## src/sv/tdp_pkg.sv

```systemverilog
`default_nettype none
package tdp_pkg;

    // width of the tested value and derived widths
    localparam int VALUE_WIDTH = 32;
    localparam int CNT_W       = $clog2(VALUE_WIDTH);
    localparam int SQ_W        = VALUE_WIDTH + 1;

    // sequencer states
    typedef enum logic [2:0] {
        ST_IDLE,
        ST_CLASSIFY,
        ST_LOOP,
        ST_WAIT,
        ST_RESULT
    } tdp_state_t;

    // status from the remainder unit
    typedef struct packed {
        logic done;
        logic rem_zero;
    } rem_status_t;

endpackage
`default_nettype wire

```

## src/sv/tdp_rem_unit.sv

```systemverilog
`default_nettype none
module tdp_rem_unit (
    input  wire logic                              clk,
    input  wire logic                              rst_n,
    input  wire logic                              start,
    input  wire logic [tdp_pkg::VALUE_WIDTH-1:0]   dividend,
    input  wire logic [tdp_pkg::VALUE_WIDTH-1:0]   divisor,
    output tdp_pkg::rem_status_t                   status
);
    import tdp_pkg::*;

    logic                   busy_reg;
    logic                   done_reg;
    logic [CNT_W-1:0]       cnt_reg;
    logic [VALUE_WIDTH-1:0] rem_reg;
    logic [VALUE_WIDTH-1:0] dvd_reg;
    logic [VALUE_WIDTH-1:0] dsr_reg;
    logic [VALUE_WIDTH:0]   trial;
    logic [VALUE_WIDTH:0]   diff;
    logic [VALUE_WIDTH-1:0] rem_next;

    // one restoring step: shift in the next dividend bit, subtract if it fits
    always_comb
    begin
        trial = {rem_reg, dvd_reg[VALUE_WIDTH-1]};
        diff  = trial - {1'b0, dsr_reg};
        if (trial >= {1'b0, dsr_reg})
        begin
            rem_next = diff[VALUE_WIDTH-1:0];
        end
        else
        begin
            rem_next = trial[VALUE_WIDTH-1:0];
        end
    end

    // control: bit counter, busy and done pulse
    always_ff @(posedge clk or negedge rst_n)
    begin
        if (!rst_n)
        begin
            busy_reg <= 1'b0;
            done_reg <= 1'b0;
            cnt_reg  <= '0;
        end
        else if (start)
        begin
            busy_reg <= 1'b1;
            done_reg <= 1'b0;
            cnt_reg  <= CNT_W'(VALUE_WIDTH - 1);
        end
        else if (busy_reg)
        begin
            cnt_reg <= cnt_reg - 1'b1;
            if (cnt_reg == '0)
            begin
                busy_reg <= 1'b0;
                done_reg <= 1'b1;
            end
        end
        else
        begin
            done_reg <= 1'b0;
        end
    end

    // datapath: partial remainder and dividend shift register
    always_ff @(posedge clk)
    begin
        if (start)
        begin
            rem_reg <= '0;
            dvd_reg <= dividend;
            dsr_reg <= divisor;
        end
        else if (busy_reg)
        begin
            rem_reg <= rem_next;
            dvd_reg <= {dvd_reg[VALUE_WIDTH-2:0], 1'b0};
        end
    end

    assign status.done     = done_reg;
    assign status.rem_zero = (rem_reg == '0);

endmodule
`default_nettype wire

```

## config.mk

```make
export PLATFORM = sky130hd
export DESIGN_NAME = tdp_rem_unit
export DESIGN_NICKNAME = d
export VERILOG_FILES = /design/src/sv/tdp_pkg.sv /design/src/sv/tdp_rem_unit.sv
export SDC_FILE = /design/constraint.sdc
export NUM_CORES = 1
export LEC_CHECK = 0
export BUFFER_PORTS_ARGS = -buffer_cell sky130_fd_sc_hd__buf_4
export CAP_MARGIN = 5
export CORE_MARGIN = 2
export CORE_UTILIZATION = 40
export DETAILED_ROUTE_END_ITERATION = 6
export PLACE_DENSITY = 0.59
export SLEW_MARGIN = 20
export SYNTH_ARGS = -nofsm -noshare
export SYNTH_HDL_FRONTEND = slang
export SYNTH_SLANG_ARGS = --single-unit
```

## constraint.sdc

```tcl
create_clock -name clk -period 8.2 [get_ports clk]
set_input_delay 0.82 -clock clk [delete_from_list [all_inputs] [get_ports clk]]
set_output_delay 0.82 -clock clk [all_outputs]
set_load 0.05 [all_outputs]
```

# After elaboration in Yosys (flattened, before gate mapping)
# Cells that the tools add are included.
word_totals:
  register_bits: 103
  inputBits: 67
op_classes:
  mux: 11
  n_reduce_logical: 3
  eq_ne: 1
  add_sub_neg: 2
  order_cmp: 1
ops:
  columns: ["cell", "count"]
  rows:
  - ["2-to-1 mux 32 bit", 3]
  - [">= comparator 33 x 32 -> 1 bit", 1]
  - ["zero test 32 bit", 1]
  - ["subtractor 32 bit", 1]
  - ["2-to-1 mux 5 bit", 2]
  - ["2-to-1 mux 1 bit", 6]
  - ["zero test 5 bit", 1]
  - ["subtractor 5 x 1 -> 5 bit (second input constant)", 1]
  - ["inequality test 3 x 2 -> 1 bit (second input constant)", 1]
  - ["nonzero test 2 bit", 1]

# Depth between registers and ports, before layout
# Gate-level depths: netlist of the first run.
logic_depth:
  depth_word: 4
  mapped_depth: 14
  depth_no_buf: 13

# Least setup slack after synthesis of the first run
# No wires, ideal clock.
synth_timing:
  path_type: "register to register"
  start: "reg dvd_reg[31]"
  end: "reg rem_reg[30]"
  arrival_time_ps: 2646
  slack_ps: 5432
  synth_period_minus_slack_ps: 2768
  path_stages_with_launch: 14
  cell_sequence: "edfxtp_1 > inv_1 > ha_1 > inv_1 > fa_1 > a211oi_1 > o21ai_2 > a31oi_4 > nand2_2 > a221oi_4 > o41ai_2 > mux2i_1 > o311ai_1 > nand2_1"
synth_between:
  elab_chain_len: 2
synth_rtl:
  columns: ["item", "line", "text"]
  rows:
  - ["start, declared", "tdp_rem_unit.sv:16", "logic [VALUE_WIDTH-1:0] dvd_reg;"]
  - ["start signal, assigned", "tdp_rem_unit.sv:73", "dvd_reg <= dividend;"]
  - ["start signal, assigned", "tdp_rem_unit.sv:79", "dvd_reg <= {dvd_reg[VALUE_WIDTH-2:0], 1'b0};"]
  - ["subtractor 32 bit or >= comparator 33 x 32 -> 1 bit (tied branches)", "tdp_rem_unit.sv:26, tdp_rem_unit.sv:27", null]
  - ["2-to-1 mux 32 bit (*)", "tdp_rem_unit.sv:27", "if (trial >= {1'b0, dsr_reg})"]
  - ["end signal, assigned", "tdp_rem_unit.sv:78", "rem_reg <= rem_next;"]
  - ["end, declared", "tdp_rem_unit.sv:15", "logic [VALUE_WIDTH-1:0] rem_reg;"]
# Mark *: on every way between the ends. The rest lies on a longest branch, timed or not.
# A chain may end at the register's enable or synchronous reset.

# Worst setup path in the final report of the first run
layout_timing:
  start: "reg rem_reg[19]"
  end: "reg rem_reg[22]"
layout_between:
  elab_chain_len: 2
layout_rtl:
  columns: ["item", "line"]
  rows:
  - ["subtractor 32 bit or >= comparator 33 x 32 -> 1 bit (tied branches)", "tdp_rem_unit.sv:26, tdp_rem_unit.sv:27"]
  - ["2-to-1 mux 32 bit (*)", "tdp_rem_unit.sv:27"]
# Marks and branches as above.

==> results.sh, run 1 <==
export IMPL_drt_iter0_markers=360
export IMPL_hold_ws_ns=0.254
export IMPL_worstPathMaxFanout=30
export IMPL_async_flop_share=0.0680
export IMPL_ys_seq_area_frac=0.451
export IMPL_rsz0062_at_grt="no"
export IMPL_clock_latency_ns=0.36
export IMPL_max_freq_ghz=0.291
export IMPL_route_vias_total=4501
export IMPL_cts_clk_slew_worst_paths_ns=0.08
export IMPL_grt_pass1_wl_um=21700
export IMPL_start_util=0.404
export IMPL_die_w_um=127
export IMPL_drive_above_1_share=0.215
export IMPL_tightest_slew_ns=0.911
export IMPL_multi_input_area_um2=3020
export IMPL_clockBufferDepth=2
export IMPL_drt_vias_per_instance=5.31
export IMPL_netlist_instances=597
export IMPL_grt_overflow_total=0
export IMPL_yosys_area_top_type="edfxtp_1"
export IMPL_wl_per_cell_um=15.2
export IMPL_powerDensity_nw_per_um2=313
export IMPL_grtUsageTotal=0.167
export IMPL_cts_root_buffer="clkbuf_16"
export IMPL_power_leakage_uw=0.00288
export IMPL_fin_skew_ns=0.0114
export IMPL_cts_hold_buf=0
export IMPL_drc=0
export IMPL_synth_area_leaders="edfxtp_1 (32%), dfxtp_1 (11%), ha_1 (7.0%)"
export IMPL_num_nets_final=756
export IMPL_yosysTopAreaCellShare=0.316
export IMPL_critical_path_required_ns=8.44
export IMPL_setup_violations=0
export IMPL_nFillCells=1382
export IMPL_diodes=0
export IMPL_fin_setup_tns_ns=0
export IMPL_hp_class="in -> async"
export IMPL_regToRegSetupSlack_ns=4.76
export IMPL_synth_most_common_cell="edfxtp_1"
export IMPL_maxCapViolations=0
export IMPL_crit_type="reg -> reg"
export IMPL_seqCellArea_um2=2740
export IMPL_yosysWarnings=0
export IMPL_fin_crit_ns=3.44
export IMPL_core_um2=15000
export IMPL_critPathLaunchType="flip-flop"
export IMPL_ios=69
export IMPL_gp_congestion=0.868
export IMPL_ctsHtreeMaxLevel=3
export IMPL_slew_violations=0
export IMPL_tritoncts="built"
export IMPL_critPathArrivalTime_ns=3.68
export IMPL_clock_sinks=103
export IMPL_avgSynthCellArea_um2=10.2
export IMPL_grt_pass1_vias=4538
export IMPL_cts_setup_buffers=0
export IMPL_postRouteAntennaNets=0
export IMPL_dieArea_um2=16200
export IMPL_netlist_area_um2=6070
export IMPL_irDropWorstVdd_mv=0.128
export IMPL_first_pass_iters=4
export IMPL_areaGrowthSynthToFinish_pct=15.6
export IMPL_end_kind="flip-flop"
export IMPL_die_y_um=127
export IMPL_period_share=0.419
export IMPL_hpwl_um=9270
export IMPL_antenna_found_initial=0
export IMPL_num_rows=45
export IMPL_ys_flop_type="edfxtp_1"
export IMPL_grt_start_max_net_pins=60
export IMPL_synth_edf_count=64
export IMPL_cts_resized=0
export IMPL_synth_cell_types=71
export IMPL_status="finished clean"
export IMPL_port_buffer_count=68
export IMPL_hold_viol=0
export IMPL_wl_um=12800
export IMPL_syn_nets=699
export IMPL_synth_common_cells="edfxtp_1 (64), nor2_1 (59), inv_1 (47)"
export IMPL_cts_made_buffers=9
export IMPL_synth_seq_cells=103
export IMPL_max_slew_margin=0.393
-- cell type report --
type	count	area share
well taps	188	0.0335
inverters	47	0.0251
flip-flops and latches	103	0.390
clock buffers	9	0.0321
repair buffers	72	0.0770
multi-input cells	421	0.430
clock inverters	7	0.0121
-- worst paths after layout --
kind,startpoint,to,cells past startpoint
worst min-delay path,rst_n,cnt_reg[2],1
worst max-delay path,rem_reg[19],rem_reg[22],10
worst min register to register,rem_reg[30],rem_reg[30],2
worst max register to register,rem_reg[19],rem_reg[22],10
min in group clk,rem_reg[30],rem_reg[30],2
max in group asynchronous,rst_n,done_reg,1
-- critical path, cell delays in order, from the launching register on --
cell,delay (ns)
dfxtp_1,0.34
ha_1,0.41
a21oi_1,0.27
o21a_1,0.17
nor2_1,0.05
o41ai_2,0.26
a2bb2oi_1,0.21
o211a_1,0.77
buf_4,0.43
nand2b_1,0.26
o21ai_0,0.13
-- cell families (layout without fill, tap and decap cells) --
family / count (synthesis) / after routing / share of synthesized area
buffers and inverters: 73 / 135 / 0.0521
xor gates and xnor gates: 29 / 29 / 0.0418
and+or+nand+nor: 165 / 165 / 0.134
adders and majority gates: 35 / 35 / 0.0733
muxes: 37 / 37 / 0.0674
AOI/OAI and AO/OA: 155 / 155 / 0.181
DFF: 103 / 103 / 0.451
-- report_power, final --
group          total, uW  leakage [uW]  switching, uW  internal (uW)
combinational       1000       0.00175            588            415
clock                456      0.000154            212            245
sequential           739      0.000985           88.8            651
total               2200       0.00288            888           1310
-- cell usage in the layout (no fill, tap or decap), drive strengths merged, types with 3 or more instances in the layout --
| cell | count |
|---|---|
| nand2b | 11 |
| a21oi | 43 |
| o21a | 6 |
| xor2 | 14 |
| mux2 | 31 |
| nor4 | 11 |
| nor2 | 62 |
| dfrtp | 7 |
| nand4 | 6 |
| edfxtp | 64 |
| a32oi | 7 |
| o21ai | 35 |
| and2 | 3 |
| nand3 | 11 |
| nor3 | 8 |
| o41ai | 4 |
| ha | 34 |
| mux2i | 6 |
| inv | 52 |
| dfxtp | 32 |
| clkbuf | 9 |
| a21o | 6 |
| o211a | 3 |
| xnor2 | 15 |
| o21bai | 4 |
| a211oi | 24 |
| a31oi | 3 |
| nand2 | 41 |
| buf | 72 |
-- metrics by stage --
step / power (uW) / cell area (um2) / std cells / worst slack [ns] / util
after floorplan: 1540 / 6070 / 597 / 5.43 / -
after global placement: 1730 / 6710 / 831 / 4.90 / 0.446
after detailed placement: 1750 / 6710 / 831 / 4.79 / 0.446
after CTS: 2220 / 7020 / 847 / 4.78 / 0.467
after global routing: 2380 / 7020 / 847 / 4.43 / 0.467
final: 2200 / 7020 / 847 / 4.76 / 0.467
-- layer usage --
layer | vias up | GRT usage | wire [um]
li1 | 2291 | - | -
met1 | 2129 | 0.217 | 6080
met2 | 72 | 0.274 | 6060
met3 | 9 | 0.0498 | 583
met4 | 0 | 0.0440 | 118
met5 | - | 0 | 0
Note: power is estimated with default switching activity, not from simulation.
==> run 2, diff against run 1 <==
--- a/config.mk
+++ b/config.mk
@@ -10,7 +10,7 @@
 export CORE_MARGIN = 2
 export CORE_UTILIZATION = 40
 export DETAILED_ROUTE_END_ITERATION = 6
-export PLACE_DENSITY = 0.59
+export PLACE_DENSITY = 0.61
 export SLEW_MARGIN = 20
 export SYNTH_ARGS = -nofsm -noshare
 export SYNTH_HDL_FRONTEND = slang
==> constraint.sdc (replaced) <==
create_clock -name clk -period 2.85 [get_ports clk]
set_input_delay 0.285 -clock clk [delete_from_list [all_inputs] [get_ports clk]]
set_output_delay 0.285 -clock clk [all_outputs]
set_load 0.05 [all_outputs]
==> run 2 against run 1 <==
Sequential power grew to 2.9 times the previous value. Critical path depth is 5 higher. Sequential cell count stayed put. Via count is 2.1% higher. Wire length is 2.4% higher. Combinational power grew to 3.1 times the previous value. Register-to-register slack worse by 4.7 ns. First-iteration DRC count is 17% lower. Die area stayed put. Largest cell class unchanged. Largest power group unchanged.
==> results.sh, run 2 (synthesis results as in run 1) <==
export IMPL_areaGrowthSynthToFinish_pct=19.2
export IMPL_worstPathMaxFanout=5
export IMPL_mostFrequentLayoutCells="buf_4 (84), edfxtp_1 (64), nor2_1 (59)"
export IMPL_fin_skew_ns=0.00826
export IMPL_crit_start="dvd_reg[31]"
export IMPL_route_vias_total=4597
export IMPL_slew_violations=0
export IMPL_dieArea_um2=16200
export IMPL_path_buf_inv=4
export IMPL_grt_pass1_vias=4544
export IMPL_drt_iter0_markers=299
export IMPL_wl_met3_um=696
export IMPL_critPathArrivalTime_ns=3.06
export IMPL_post_dp_cell_area_um2=6840
export IMPL_cts_clk_slew_worst_paths_ns=0.08
export IMPL_status="finished clean"
export IMPL_hp_class="in -> reg"
export IMPL_ios=69
export IMPL_critPathLaunchType="flip-flop"
export IMPL_wl_um=13100
export IMPL_max_freq_ghz=0.357
export IMPL_powerDensity_nw_per_um2=903
export IMPL_tritoncts="built"
export IMPL_clockBufferDepth=2
export IMPL_cp_slowest_cell="edfxtp_1"
export IMPL_cp_top_family="compound AO/OA/AOI/OAI gates"
export IMPL_fin_util=0.482
export IMPL_rr_startpoint="dvd_reg[31]"
export IMPL_antenna_found_initial=0
export IMPL_postRouteAntennaNets=0
export IMPL_power_uw=6540
export IMPL_clock_latency_ns=0.37
export IMPL_wl_met1_um=6070
export IMPL_port_buffer_count=68
export IMPL_start_util=0.404
export IMPL_end_kind="flip-flop"
export IMPL_irDropWorstVdd_mv=0.403
export IMPL_final_common_cell="buf_4"
export IMPL_design_area_um2=7240
export IMPL_crit_type="reg -> reg"
export IMPL_wl_per_cell_um=15.2
export IMPL_setup_violations=0
export IMPL_rsz0062_at_grt="yes"
export IMPL_first_pass_iters=4
export IMPL_grt_overflow_total=0
export IMPL_drt_vias_per_instance=5.33
export IMPL_die_y_um=127
export IMPL_critPathCapture="rem_reg[30]"
export IMPL_die_w_um=127
export IMPL_period_share=0.984
export IMPL_core_um2=15000
export IMPL_path_depth=15
export IMPL_max_slew_margin=0.642
export IMPL_maxCapViolations=0
export IMPL_cts_made_buffers=9
export IMPL_hpwl_um=9530
export IMPL_drive_above_1_share=0.244
export IMPL_top_layer_used="met4"
export IMPL_grtUsageTotal=0.169
export IMPL_slowest_delay_ns=0.39
export IMPL_hold_ws_ns=0.0915
export IMPL_gp_congestion=0.846
export IMPL_hold_viol=0
export IMPL_reg2reg_to="rem_reg[30]"
export IMPL_num_rows=45
export IMPL_critical_path_required_ns=3.10
export IMPL_tightest_slew_ns=0.529
export IMPL_cts_root_buffer="clkbuf_16"
export IMPL_fin_crit_ns=2.80
export IMPL_wl_met2_um=6160
export IMPL_path_cells="inv_1 -> ha_2 -> inv_2 -> fa_2 -> a211oi_2 -> buf_4 -> o21ai_4 -> a31oi_4 -> nand2_2 -> a221oi_4 -> buf_6 -> o41ai_4 -> mux2i_1 -> o311ai_2 -> nand2_1"
export IMPL_grt_pass1_wl_um=21900
export IMPL_drc=0
export IMPL_num_nets_final=772
export IMPL_grt_start_max_net_pins=42
export IMPL_diodes=0
export IMPL_power_leakage_uw=0.00299
export IMPL_ctsHtreeMaxLevel=3
export IMPL_worstRegToRegCells=15
export IMPL_clock_sinks=103
export IMPL_regToRegSetupSlack_ns=0.05
## run 2: metrics by stage
| stage | std cells | TNS [ns] | setup WS, ns |
|---|---|---|---|
| floorplan | 597 | 0 | 0.0824 |
| global route | 863 | -0.342 | -0.142 |
| global placement | 845 | 0 | 0.0382 |
| detailed placement | 845 | -0.0159 | -0.0159 |
| finish | 863 | 0 | 0.0455 |
| CTS | 862 | 0 | 0.00528 |
## run 2: timing repair
action                     4_1_cts  5_1_grt
pin swaps                        0       11
resized for setup                1       12
setup buffers                    0        1
setup endpoints to repair        1       17
hold buffers                     1        0
hold endpoints to repair         7        0
## run 2: how the worst min path moves through the flow
| stage | slack, ns | cells after the start | endpoint | startpoint |
|---|---|---|---|---|
| after floorplan | -0.01 | 0 | busy_reg | rst_n |
| after global placement | 0.10 | 1 | cnt_reg[4] | rst_n |
| after detailed placement | 0.10 | 1 | cnt_reg[4] | rst_n |
| after CTS | 0.08 | 1 | dsr_reg[10] | divisor[10] |
| after global routing | 0.07 | 1 | dsr_reg[31] | divisor[31] |
| final | 0.09 | 1 | dsr_reg[10] | divisor[10] |
## run 2: area by class of cell
| type | count | area [um2] |
|---|---|---|
| Clock buffer | 9 | 225 |
| Clock inverter | 7 | 92.6 |
| Fill cell | 1385 | 7790 |
| Inverter | 47 | 176 |
| Multi-Input combinational cell | 421 | 3080 |
| Sequential cell | 103 | 2740 |
| Tap cell | 188 | 235 |
| Timing Repair Buffer | 88 | 692 |
## run 2: power by group
part / internal (uW) / total (uW) / switching [uW]
combinational: 1350 / 3140 / 1780
clock: 630 / 1270 / 640
sequential: 1870 / 2130 / 259
## run 2: layer usage
metal,global-route usage,vias up
met2,0.276,93
met4,0.0517,0
met3,0.0498,19
met5,0,-
li1,-,2319
met1,0.216,2166
==> run 3, diff against run 2 <==
--- a/config.mk
+++ b/config.mk
@@ -5,6 +5,7 @@
 export SDC_FILE = /design/constraint.sdc
 export NUM_CORES = 1
 export LEC_CHECK = 0
+export ABC_AREA = 1
 export BUFFER_PORTS_ARGS = -buffer_cell sky130_fd_sc_hd__buf_4
 export CAP_MARGIN = 5
 export CORE_MARGIN = 2
==> run 3 against run 2 <==
Utilization is 0.70 points lower. Highest routed layer unchanged. Critical endpoint is now rem_reg[9]. Combinational power is 85% lower. Largest power group is now sequential cells. Fmax is 20% higher. Cell area is 9.5% higher.
==> results.sh, run 3 <==
export IMPL_hold_viol=0
export IMPL_syn_nets=1090
export IMPL_worst_slack_ns=0.512
export IMPL_drt_vias_per_instance=4.74
export IMPL_powerDensity_nw_per_um2=437
export IMPL_synth_area_leaders="edfxtp_1 (28%), nand2_1 (24%), dfxtp_1 (9.3%)"
export IMPL_slew_violations=0
export IMPL_first_pass_iters=5
export IMPL_wl_per_cell_um=13.3
export IMPL_ys_seq_area_frac=0.399
export IMPL_synth_top_family_by_area="simple AND/OR/NAND/NOR gates"
export IMPL_crit_type="reg -> reg"
export IMPL_max_slew_margin=0.635
export IMPL_grt_pass1_wl_um=28700
export IMPL_synthAdderAreaFrac=0.0648
export IMPL_worstPathMaxFanout=32
export IMPL_hpwl_um=12800
export IMPL_netlist_instances=988
export IMPL_pre_cts_slack_ns=0.519
export IMPL_clock_latency_ns=0.36
export IMPL_ys_flop_type="edfxtp_1"
export IMPL_fin_setup_tns_ns=0
export IMPL_num_rows=47
export IMPL_hp_class="in -> reg"
export IMPL_synth_compound_area_share=0.0211
export IMPL_cp_slowest_cell="ha_1"
export IMPL_grt_pass1_vias=5906
export IMPL_yosys_area_top_type="edfxtp_1"
export IMPL_cts_setup_buffers=0
export IMPL_mostFrequentLayoutCells="nand2_1 (443), inv_1 (161), buf_4 (79)"
export IMPL_power_leakage_uw=0.00430
export IMPL_cp_common_cell="nand2_1"
export IMPL_fin_skew_ns=0.0129
export IMPL_route_vias_total=6068
export IMPL_postRouteAntennaNets=0
export IMPL_gp_congestion=0.929
export IMPL_die_w_um=135
export IMPL_power_uw=3460
export IMPL_rsz0062_at_grt="no"
export IMPL_async_flop_share=0.0680
export IMPL_drive_above_1_share=0.101
export IMPL_port_buffer_count=68
export IMPL_die_y_um=135
export IMPL_num_nets_final=1158
export IMPL_synth_common_cells="nand2_1 (443), inv_1 (161), edfxtp_1 (64)"
export IMPL_dieArea_um2=18200
export IMPL_fin_crit_ns=2.34
export IMPL_tritoncts="built"
export IMPL_muxShareOfSynthArea=0
export IMPL_yosys_area_share_simple=0.391
export IMPL_maxCapViolations=0
export IMPL_grt_overflow_total=0
export IMPL_critical_path_required_ns=3.10
export IMPL_synth_seq_cells=103
export IMPL_yosysTopAreaCellShare=0.280
export IMPL_path_buf_inv=1
export IMPL_cts_made_buffers=9
export IMPL_areaGrowthSynthToFinish_pct=15.4
export IMPL_final_common_cell="nand2_1"
export IMPL_synth_xor_area_frac=0.0179
export IMPL_max_freq_ghz=0.428
export IMPL_yosysWarnings=0
export IMPL_irDropWorstVdd_mv=0.297
export IMPL_ctsHtreeMaxLevel=3
export IMPL_period_share=0.820
export IMPL_synth_most_common_cell="nand2_1"
export IMPL_clock_sinks=103
export IMPL_drt_iter0_markers=366
export IMPL_avgSynthCellArea_um2=6.95
export IMPL_synth_edf_count=64
export IMPL_setup_violations=0
export IMPL_start_util=0.411
export IMPL_tightest_slew_ns=0.548
export IMPL_cts_root_buffer="clkbuf_16"
export IMPL_critPathArrivalTime_ns=2.59
export IMPL_grtUsageTotal=0.200
export IMPL_diodes=0
export IMPL_path_cells="inv_1 -> ha_1 -> nand2_1 -> nor2_1 -> nand2_1 -> nor2_1 -> nand3b_1 -> nand3_2 -> nor2_4 -> nand2_4 -> nand2_1 -> nand3_1 -> nand2_1"
export IMPL_critPathLaunchType="flip-flop"
export IMPL_synth_cell_types=32
export IMPL_cts_clk_slew_worst_paths_ns=0.08
export IMPL_wl_um=17100
export IMPL_fin_util=0.475
export IMPL_status="finished clean"
export IMPL_cp_top_family="simple AND/OR/NAND/NOR gates"
export IMPL_ios=69
export IMPL_core_um2=16700
export IMPL_antenna_found_initial=0
export IMPL_grt_start_max_net_pins=42
export IMPL_clockBufferDepth=2
export IMPL_slowest_delay_ns=0.38
export IMPL_end_kind="flip-flop"
export IMPL_drc=0
export IMPL_netlist_area_um2=6870
-- run 3: cell types whose count changed after synthesis, moves of 23 or more --
cell and delta:
o21ai_0 -26, mux2_2 -31, nand3b_1 +40, nand3_1 +43
nand2_1 +403, a21oi_1 -23, inv_1 +114
-- run 3: cell type report --
type	count	area (um2)
well taps	220	275
multi-input cells	701	3400
flip-flops and latches	103	2740
fillers	1783	8770
clock buffers	10	229
inverters	161	604
clock inverters	6	75.1
repair buffers	80	603
-- run 3: where the power goes --
part	total (uW)	switching [uW]	internal [uW]	leakage [uW]
Sequential	1710	28.8	1680	0.000994
Clock	1300	599	696	0.000146
Combinational	462	272	190	0.00316
-- run 3: cells by family (layout without fill, tap and decap cells) --
kind of cell               after synthesis  count (layout)
adders and majority gates               35              35
xor gates and xnor gates                14              14
AOI/OAI and AO/OA                       27              27
and+or+nand+nor                        625             625
buffers and inverters                  184             257
DFF                                    103             103
-- run 3: stage by stage --
step	hold slack (ns)	cell area [um2]	instances
after floorplan	-0.0106	6870	988
after global placement	0.106	7610	1264
after detailed placement	0.108	7610	1264
after CTS	0.0806	7930	1281
after global routing	0.0793	7930	1281
final	0.0919	7930	1281
-- run 3: metal layers --
metal  GRT usage  routed length, um
met2       0.324               7730
met5           0                  0
met3      0.0394                831
met1       0.271               8210
met4      0.0608                295
-- run 3: what timing repair did --
item,CTS,global route
hold endpoints to repair,7,0
hold buffers,1,0
gates resized for setup,0,0
-- run 3: final timing paths --
| path | from | end | slack (ns) | cells past startpoint |
|---|---|---|---|---|
| max | dsr_reg[17] | rem_reg[9] | 0.51 | 13 |
| min | divisor[22] | dsr_reg[22] | 0.09 | 1 |
| max reg2reg | dsr_reg[17] | rem_reg[9] | 0.51 | 13 |
| min reg2reg | rem_reg[9] | rem_reg[9] | 0.49 | 2 |
| max in group asynchronous | rst_n | cnt_reg[2] | 2.44 | 2 |
| min in group asynchronous | rst_n | cnt_reg[0] | 0.27 | 2 |
